[config.mk]
export PLATFORM = sky130hd
export DESIGN_NAME = indexed_max_priority_task_table
export DESIGN_NICKNAME = d
export VERILOG_FILES = /design/src/hw/rtl/imtt_pkg.sv /design/src/hw/rtl/imtt_ram.sv /design/src/hw/rtl/imtt_ctrl.sv /design/src/hw/rtl/imtt_dp.sv /design/src/hw/rtl/indexed_max_priority_task_table.sv
export VERILOG_INCLUDE_DIRS = /design/src /design/src/hw/rtl
export SDC_FILE = /design/constraint.sdc
export NUM_CORES = 2
export LEC_CHECK = 0
export BUFFER_PORTS_ARGS = -buffer_cell sky130_fd_sc_hd__buf_2
export CAP_MARGIN = 15
export CORE_UTILIZATION = 40
export DETAILED_ROUTE_END_ITERATION = 10
export MAX_ROUTING_LAYER = met4
export PLACE_DENSITY = 0.63
export SLEW_MARGIN = 20
export SYNTH_ARGS = -nofsm -noshare
export SYNTH_HDL_FRONTEND = slang
export SYNTH_MEMORY_MAX_BITS = 65536
export SYNTH_SLANG_ARGS = --single-unit
[constraint.sdc]
create_clock -name clk -period 14.5 [get_ports clk]
set_input_delay 1.45 -clock clk [delete_from_list [all_inputs] [get_ports clk]]
set_output_delay 1.45 -clock clk [all_outputs]
set_load 0.02 [all_outputs]
[src/hw/rtl/indexed_max_priority_task_table_assert.svh]
// assertion macros for the task table
`ifndef INDEXED_MAX_PRIORITY_TASK_TABLE_ASSERT_SVH
`define INDEXED_MAX_PRIORITY_TASK_TABLE_ASSERT_SVH

`ifndef SYNTHESIS
`define IMTT_ASSERT(lbl, prop, msg) \
  lbl: assert property (@(posedge clk) disable iff (rst) prop) else $error(msg);
`define IMTT_ASSERT_ALWAYS(lbl, prop, msg) \
  lbl: assert property (@(posedge clk) prop) else $error(msg);
`else
`define IMTT_ASSERT(lbl, prop, msg)
`define IMTT_ASSERT_ALWAYS(lbl, prop, msg)
`endif

`endif

[src/hw/rtl/imtt_pkg.sv]
`timescale 1ns / 1ps
package imtt_pkg;

  localparam logic [1:0] OP_ADD    = 2'd0;
  localparam logic [1:0] OP_EDIT   = 2'd1;
  localparam logic [1:0] OP_REMOVE = 2'd2;
  localparam logic [1:0] OP_EXEC   = 2'd3;

  localparam logic [1:0] ST_DONE   = 2'd0;
  localparam logic [1:0] ST_ABSENT = 2'd1;
  localparam logic [1:0] ST_FULL   = 2'd2;

  typedef struct packed {
    logic [1:0]  operation;
    logic [15:0] user_id;
    logic [15:0] task_id;
    logic [31:0] priority_req;
  } item_t;

  typedef struct packed {
    logic [15:0] top_user_id;
    logic [1:0]  status;
  } result_t;

  typedef struct packed {
    logic        valid;
    logic [15:0] task_id;
    logic [15:0] user_id;
    logic [31:0] prio;
  } entry_t;

  localparam int ENTRY_W = $bits(entry_t);

  typedef enum logic [2:0] {
    S_CLEAR,
    S_IDLE,
    S_SCAN,
    S_DRAIN,
    S_WRITE
  } state_t;

  typedef struct packed {
    logic load;
    logic rd_en;
    logic clr_wr;
    logic commit;
  } cmd_t;

  typedef struct packed {
    logic out_free;
  } stat_t;

endpackage

[src/hw/rtl/imtt_ram.sv]
`timescale 1ns / 1ps
module imtt_ram #(
  parameter int WIDTH = 8,
  parameter int DEPTH = 64
) (
  input  logic                     clk,
  input  logic                     we,
  input  logic [$clog2(DEPTH)-1:0] waddr,
  input  logic [WIDTH-1:0]         wdata,
  input  logic                     re,
  input  logic [$clog2(DEPTH)-1:0] raddr,
  output logic [WIDTH-1:0]         rdata
);

  logic [WIDTH-1:0] mem [DEPTH];

  always_ff @(posedge clk) begin
    if (we) begin
      mem[waddr] <= wdata;
    end
    if (re) begin
      rdata <= mem[raddr];
    end
  end

endmodule

[src/hw/rtl/imtt_ctrl.sv]
`timescale 1ns / 1ps
`include "indexed_max_priority_task_table_assert.svh"
module imtt_ctrl #(
  parameter int CAPACITY = 64
) (
  input  logic                        clk,
  input  logic                        rst,
  input  logic                        req_valid,
  output logic                        req_stall,
  input  imtt_pkg::stat_t             stat,
  output imtt_pkg::cmd_t              cmd,
  output logic [$clog2(CAPACITY)-1:0] addr
);
  import imtt_pkg::*;

  localparam int AW = $clog2(CAPACITY);
  localparam logic [AW-1:0] LAST = AW'(CAPACITY - 1);

  state_t        state, state_next;
  logic [AW-1:0] cnt, cnt_next;

  always_ff @(posedge clk) begin
    if (rst) begin
      state <= S_CLEAR;
      cnt   <= '0;
    end else begin
      state <= state_next;
      cnt   <= cnt_next;
    end
  end

  always_comb begin
    state_next = state;
    cnt_next   = cnt;
    cmd        = '0;
    req_stall  = 1'b1;
    addr       = cnt;
    unique case (state)
      S_CLEAR: begin
        cmd.clr_wr = 1'b1;
        if (cnt == LAST) begin
          cnt_next   = '0;
          state_next = S_IDLE;
        end else begin
          cnt_next = cnt + 1'b1;
        end
      end
      S_IDLE: begin
        req_stall = 1'b0;
        if (req_valid) begin
          cmd.load   = 1'b1;
          cnt_next   = '0;
          state_next = S_SCAN;
        end
      end
      S_SCAN: begin
        cmd.rd_en = 1'b1;
        if (cnt == LAST) begin
          cnt_next   = '0;
          state_next = S_DRAIN;
        end else begin
          cnt_next = cnt + 1'b1;
        end
      end
      S_DRAIN: begin
        state_next = S_WRITE;
      end
      S_WRITE: begin
        if (stat.out_free) begin
          cmd.commit = 1'b1;
          state_next = S_IDLE;
        end
      end
    endcase
  end

  `IMTT_ASSERT(a_accept_starts_scan, (req_valid && !req_stall) |=> (state == S_SCAN && cnt == '0), "item accepted but scan did not start at slot zero")
  `IMTT_ASSERT(a_clear_before_accept, (state == S_CLEAR) |-> req_stall, "item taken during clearing pass")
  `IMTT_ASSERT_ALWAYS(a_reset_clears, rst |=> (state == S_CLEAR && cnt == '0), "reset did not start clearing pass")

endmodule

[src/hw/rtl/imtt_dp.sv]
`timescale 1ns / 1ps
`include "indexed_max_priority_task_table_assert.svh"
module imtt_dp #(
  parameter int CAPACITY = 64
) (
  input  logic                        clk,
  input  logic                        rst,
  input  imtt_pkg::cmd_t              cmd,
  input  logic [$clog2(CAPACITY)-1:0] addr,
  output imtt_pkg::stat_t             stat,
  input  imtt_pkg::item_t             req,
  output logic                        rsp_valid,
  input  logic                        rsp_stall,
  output imtt_pkg::result_t           rsp
);
  import imtt_pkg::*;

  localparam int AW = $clog2(CAPACITY);

  item_t         item;
  logic          q_valid;
  logic [AW-1:0] q_slot;
  logic [ENTRY_W-1:0] rdata;
  entry_t        q;

  logic          match_found, free_found, best_found;
  logic [AW-1:0] match_slot, free_slot, best_slot;
  logic [15:0]   match_user, best_user, best_task;
  logic [31:0]   best_prio;

  logic          wr_hit;
  logic [AW-1:0] wr_slot;
  entry_t        wr_entry;
  result_t       res;

  logic          ram_we;
  logic [AW-1:0] ram_waddr;
  logic [ENTRY_W-1:0] ram_wdata;

  assign q = entry_t'(rdata);

  imtt_ram #(
    .WIDTH(ENTRY_W),
    .DEPTH(CAPACITY)
  ) u_table (
    .clk   (clk),
    .we    (ram_we),
    .waddr (ram_waddr),
    .wdata (ram_wdata),
    .re    (cmd.rd_en),
    .raddr (addr),
    .rdata (rdata)
  );

  always_ff @(posedge clk) begin
    if (rst) begin
      q_valid <= 1'b0;
    end else begin
      q_valid <= cmd.rd_en;
    end
    q_slot <= addr;
  end

  // scan trackers: first match, lowest free slot, best task
  always_ff @(posedge clk) begin
    if (rst) begin
      match_found <= 1'b0;
      free_found  <= 1'b0;
      best_found  <= 1'b0;
    end else if (cmd.load) begin
      match_found <= 1'b0;
      free_found  <= 1'b0;
      best_found  <= 1'b0;
    end else if (q_valid) begin
      if (q.valid) begin
        if (!match_found && q.task_id == item.task_id) begin
          match_found <= 1'b1;
        end
        if (!best_found || q.prio > best_prio ||
            (q.prio == best_prio && q.task_id > best_task)) begin
          best_found <= 1'b1;
        end
      end else if (!free_found) begin
        free_found <= 1'b1;
      end
    end
  end

  always_ff @(posedge clk) begin
    if (cmd.load) begin
      item <= req;
    end
    if (q_valid) begin
      if (q.valid) begin
        if (!match_found && q.task_id == item.task_id) begin
          match_slot <= q_slot;
          match_user <= q.user_id;
        end
        if (!best_found || q.prio > best_prio ||
            (q.prio == best_prio && q.task_id > best_task)) begin
          best_slot <= q_slot;
          best_prio <= q.prio;
          best_task <= q.task_id;
          best_user <= q.user_id;
        end
      end else if (!free_found) begin
        free_slot <= q_slot;
      end
    end
  end

  always_comb begin
    wr_hit   = 1'b0;
    wr_slot  = match_slot;
    wr_entry = '{valid: 1'b1, task_id: item.task_id, user_id: item.user_id,
                 prio: item.priority_req};
    res      = '{top_user_id: 16'd0, status: ST_DONE};
    unique case (item.operation)
      OP_ADD: begin
        if (match_found) begin
          wr_hit = 1'b1;
        end else if (free_found) begin
          wr_hit  = 1'b1;
          wr_slot = free_slot;
        end else begin
          res.status = ST_FULL;
        end
      end
      OP_EDIT: begin
        wr_entry.user_id = match_user;
        if (match_found) begin
          wr_hit = 1'b1;
        end else begin
          res.status = ST_ABSENT;
        end
      end
      OP_REMOVE: begin
        wr_entry.valid = 1'b0;
        if (match_found) begin
          wr_hit = 1'b1;
        end else begin
          res.status = ST_ABSENT;
        end
      end
      OP_EXEC: begin
        wr_entry.valid = 1'b0;
        wr_slot        = best_slot;
        if (best_found) begin
          wr_hit          = 1'b1;
          res.top_user_id = best_user;
        end else begin
          res.status = ST_ABSENT;
        end
      end
    endcase
  end

  assign ram_we    = cmd.clr_wr || (cmd.commit && wr_hit);
  assign ram_waddr = cmd.clr_wr ? addr : wr_slot;
  assign ram_wdata = cmd.clr_wr ? '0 : ENTRY_W'(wr_entry);

  always_ff @(posedge clk) begin
    if (rst) begin
      rsp_valid <= 1'b0;
    end else if (cmd.commit) begin
      rsp_valid <= 1'b1;
    end else if (!rsp_stall) begin
      rsp_valid <= 1'b0;
    end
    if (cmd.commit) begin
      rsp <= res;
    end
  end

  assign stat.out_free = !rsp_valid || !rsp_stall;

  `IMTT_ASSERT(a_commit_shows_result, cmd.commit |=> rsp_valid, "committed item not presented")
  `IMTT_ASSERT(a_full_only_when_no_room, (cmd.commit && res.status == ST_FULL) |-> (!match_found && !free_found && item.operation == OP_ADD), "add dropped while room was left")
  `IMTT_ASSERT(a_commit_needs_room, cmd.commit |-> stat.out_free, "result overwritten before taken")

endmodule

[src/hw/rtl/indexed_max_priority_task_table.sv]
`timescale 1ns / 1ps
// Indexed max-priority task table: holds up to CAPACITY tasks (task id, user id, priority)
// in one table memory (one read port, one write port) with a valid bit per slot, and answers add, edit,
// remove and execute-top items with one result item each. Each item scans the whole table
// one slot per cycle through the memory's single read port, then passes a drain state and a
// write state that waits until the result register is free; the result is registered on rsp,
// and a new item is taken while the previous result still waits on rsp.
// After reset a clearing pass marks every slot empty, with req_stall held.
module indexed_max_priority_task_table #(
  parameter int CAPACITY = 64
) (
  input  logic              clk,
  input  logic              rst,
  input  logic              req_valid,
  output logic              req_stall,
  input  imtt_pkg::item_t   req,
  output logic              rsp_valid,
  input  logic              rsp_stall,
  output imtt_pkg::result_t rsp
);
  import imtt_pkg::*;

  localparam int AW = $clog2(CAPACITY);

  cmd_t          cmd;
  stat_t         stat;
  logic [AW-1:0] addr;

  imtt_ctrl #(
    .CAPACITY(CAPACITY)
  ) u_ctrl (
    .clk       (clk),
    .rst       (rst),
    .req_valid (req_valid),
    .req_stall (req_stall),
    .stat      (stat),
    .cmd       (cmd),
    .addr      (addr)
  );

  imtt_dp #(
    .CAPACITY(CAPACITY)
  ) u_dp (
    .clk       (clk),
    .rst       (rst),
    .cmd       (cmd),
    .addr      (addr),
    .stat      (stat),
    .req       (req),
    .rsp_valid (rsp_valid),
    .rsp_stall (rsp_stall),
    .rsp       (rsp)
  );

endmodule

==> flow_summary_export.csv <==
group,metric,value,unit
critical_path,cp.required,15.07,ns
yosys,muxShareOfSynthArea,16.8,%
yosys,synth-seq-area-share,78.7,%
timing,fin_tns_setup,0,ns
timing,final_max_slew_viol_count,0,
timing,fmax,0.186,GHz
clock_network,tritoncts,"yes",
yosys,post_synth.cell_area_avg,23.7,sq um
yosys,synthAdderAreaFrac,0.400,%
yosys,yosys.area.top_type_share,78.4,%
cells_and_area,fill_cells,34200,
cells_and_area,nets,7667,
placed_design,finalWeightedCongestion,0.836,
critical_path,critical_path.max_stage_delay,1.10,ns
routing,routed_wl_per_cell,34.3,microns
grt,grt-ovfl-total,0,
critical_path,path_cells,"inv_1, ha_1, nand4b_1, a21oi_1, a21oi_1, o21ai_0, nand4_1, nor2_4, buf_4",
grt,global_route_wire_length_before_repair,644000,microns
pwr,p_int,0.0210,W
clock_network,clk_transition_reported_paths,0.07,ns
critical_path,timing_worst_setup_path_type,"flip-flop to flip-flop",
yosys,synth_top_area_cell,"edfxtp_1",
floorplan,die-area,0.424,sq mm
critical_path,worstSetupEndpointType,"flip-flop",
timing,finClkSkew,0.0893,ns
routing,drc_errors,0,
yosys,post_synth_instance_area,0.169,sq mm
run,max_cap_viol_count,0,
timing,max_slew.worst_pin.slew,1.18,ns
floorplan,top_level_ports,90,
clock_network,post-cts-setup-buffers,0,
pwr,power.share.clock,42.6,%
yosys,synth_cells,7109,
placed_design,hpwlAfterDp,261000,microns
pwr,power_switching_share,21.0,%
worst_hold_path,hold_path.class,"flip-flop to flip-flop",
yosys,combinational_family_with_the_most_area_after_synthesis,"multiplexers",
pwr,p_leak,62.2,nW
run_status,outcome,"complete, no violations",
critical_path,critical_path_peak_fanout,45,
grt,globalRoute.busiestLayer,"met2",
timing,rsz0062_at_grt,"no",
critical_path,crit_slowest_cell,"nor2_4",
floorplan,fp.dieW,651,microns
critical_path,cp_common_cell,"a21oi_1",
critical_path,cp.arrival,5.93,ns
timing,report.final.setup_viol,0,
pwr,net_switching_power_figure,0.00558,W
critical_path,r2r_worst_path_depth,9,
clock_network,numCtsBuffers,436,
routing,detailroute.via_count,80800,
clock_network,max-clock-path-buffers,4,
timing,timing.slew.headroom,21.0,%
yosys,register_bit_total_from_synthesis,4427,
yosys,ys_flop_type,"edfxtp_1",
clock_network,worst_skew_pair.late_latency,1.02,ns
pwr,powerDensity,139,mW/mm^2
yosys,synth-async-reset-ratio,0,%
grt,grt_pass1_vias,80400,
clock_network,postCtsResizedCells,0,
timing,fin_hold_ws,0.443,ns
grt,globalRouteMet3Util,4.03,%
yosys,netlist_top_cells_area,"edfxtp_1, mux4_2, mux2i_1, ha_1, nor2_1",
critical_path,crit_path_start_kind,"flip-flop",
routing,route.detailed.vias_per_inst,5.94,
timing,fin_ws,9.14,ns
routing,detailed_router_iteration_count_before_antenna_repair,8,
worst_hold_path,worst_hold_path.num_cells,0,
clock_network,cts_sinks,4427,
pwr,combPwrFrac,4.9,%
clock_network,htree_levels,5,
grt,grt_use_met1,29.5,%
clock_network,hold_buffers,0,
timing,timing_hold_violations_final,0,
routing,first_iter_violations,11700,
floorplan,initial_utilization,40.2,%
placed_design,dpl_worst_slack,8.85,ns
timing,portion_of_the_clock_cycle_consumed_by_the_worst_path_in_the_final_layout,37.0,%
yosys,post_synth_xor_area_fraction,0.0934,%
clock_network,cts_root_buf,"clkbuf_16",
grt,grt_use_met2,34.9,%
yosys,synth_cell_types,60,
placed_design,portBuffers,89,
yosys,synth_compound_gate_area_share,1.54,%
yosys,synth-simple-area-share,1.20,%
floorplan,row_count,238,
grt,globalRouteTotalUtil,22.3,%
pwr,vdd_drop_max,111,uV
cells_and_area,drive_above_1_share,29.1,%
cells_and_area,area_growth_syn_to_layout,13.8,%
grt,grt_antenna_before_repair,29,
yosys,synth_nets,7233,
routing,ant_nets,0,
grt,grt_max_degree,142,
cells_and_area,multi_input_comb_area,0.0346,sq mm
timing,fin_crit,5.36,ns
cells_and_area,area.sequential,0.133,sq mm
yosys,synth-edff-count,4407,
floorplan,floorplan.die.height,651,microns
yosys,yosys_warnings,0,
pwr,seqPwrFrac,52.5,%
floorplan,core-area,0.420,sq mm
routing,detail_route.wirelength,466000,microns
[cell type report]
cell class                      instances  share of cell area (%)
Clock inverter                        285                    1.56
Multi-Input combinational cell       2254                    18.0
Antenna cell                           48                  0.0626
Timing Repair Buffer                  368                    1.48
Clock buffer                          519                    5.90
Inverter                               56                   0.115
Sequential cell                      4427                    69.2
Tap cell                             5640                    3.68
[synth_stat cells (7+ instances only)]
library cell / n
xor2_1: 16
dfxtp_1: 20
a221o_1: 22
nor3_1: 33
o21ai_0: 28
a211oi_1: 12
edfxtp_1: 4407
nand3_1: 10
nor2b_1: 15
a21o_1: 13
mux2_2: 8
o211ai_1: 9
nor4_1: 8
buf_6: 25
o21ai_1: 26
buf_2: 94
buf_4: 58
a22oi_1: 37
a221oi_1: 8
mux2i_1: 229
buf_1: 42
o221ai_1: 19
nor2_1: 162
nand4b_1: 7
clkbuf_1: 153
a2111oi_0: 31
and3_1: 16
inv_1: 54
nand2_1: 59
nand2b_1: 12
ha_1: 54
a21oi_1: 64
mux4_2: 1155
and2_1: 55
o22ai_1: 72
nand4_1: 22
[routing by layer]
layer	up-vias	wire length, microns
met1	44100	180000
li1	31500	-
met2	4504	226000
met3	719	43400
met4	0	17200
met5	-	0
[layout by cell type, fill, tap and decap left out, drive strengths merged, types with 9 or more instances in the layout]
| master | instances |
|---|---|
| a2111oi | 31 |
| a211oi | 12 |
| a21o | 13 |
| a21oi | 64 |
| a221o | 22 |
| a22oi | 37 |
| and2 | 57 |
| and3 | 16 |
| buf | 367 |
| bufinv | 51 |
| clkbuf | 519 |
| clkinv | 206 |
| clkinvlp | 16 |
| dfxtp | 20 |
| diode | 48 |
| edfxtp | 4407 |
| ha | 54 |
| inv | 68 |
| mux2i | 229 |
| mux4 | 1155 |
| nand2 | 59 |
| nand2b | 12 |
| nand3 | 10 |
| nand4 | 22 |
| nor2 | 162 |
| nor2b | 15 |
| nor3 | 33 |
| o211ai | 9 |
| o21ai | 54 |
| o221ai | 19 |
| o22ai | 72 |
| xor2 | 16 |
[power by group through the flow]
stage	combinational, W	clock, W	sequential, W
after floorplan	0.000920	0	0.0142
after global placement	0.00129	0	0.0142
after detailed placement	0.00130	0	0.0142
after CTS	0.00130	0.0115	0.0140
after global routing	0.00135	0.0119	0.0140
final	0.00129	0.0113	0.0140
[critical path: cells and delay by family (launching register included)]
kind                       cells  cell delay, ns
AOI/OAI and AO/OA              3            0.97
adders and majority gates      1            0.32
buffers and inverters          2            1.02
DFF                            1            0.44
and+or+nand+nor                3            2.05
[per-stage QoR]
stage | instances | cell area, sq um | utilization (%) | total power (W)
after floorplan | 7109 | 169000 | - | 0.0152
after global placement | 12700 | 177000 | 42.2 | 0.0155
after detailed placement | 12700 | 177000 | 42.2 | 0.0155
after CTS | 13500 | 192000 | 45.6 | 0.0267
after global routing | 13600 | 192000 | 45.7 | 0.0272
final | 13600 | 192000 | 45.7 | 0.0266
[flip-flops by register name (all words and copies together) (netlist names), 3 cells and up]
| register | flops |
|---|---|
| u_dp.best_slot | 6 |
| u_dp.best_user | 16 |
| u_dp.rsp | 18 |
| u_dp.match_slot | 6 |
| u_dp.best_task | 16 |
| u_dp.u_table.rdata | 65 |
| u_dp.match_user | 16 |
| u_dp.u_table.mem | 4160 |
| u_ctrl.state | 3 |
| u_dp.free_slot | 6 |
| u_dp.q_slot | 6 |
| u_dp.item | 66 |
| u_dp.best_prio | 32 |
| u_ctrl.addr | 6 |
[path summary, 6_finish.rpt]
path	startpoint	endpoint	slack, ns
setup / recovery	u_dp.item[64]	u_dp.u_table.mem[23][23]	9.14
hold / removal	u_dp.u_table.rdata[42]	u_dp.match_user[10]	0.44
setup reg to reg	u_dp.item[64]	u_dp.u_table.mem[23][23]	9.14
hold reg to reg	u_dp.u_table.rdata[42]	u_dp.match_user[10]	0.44
[cells by family after synthesis]
| group | after synthesis |
|---|---|
| xor+xnor | 18 |
| flops | 4427 |
| compound gates | 376 |
| mux | 1392 |
| fa+ha+maj | 54 |
| simple gates | 414 |
| buf+inv | 428 |
Power figures use the tool's default switching activity.
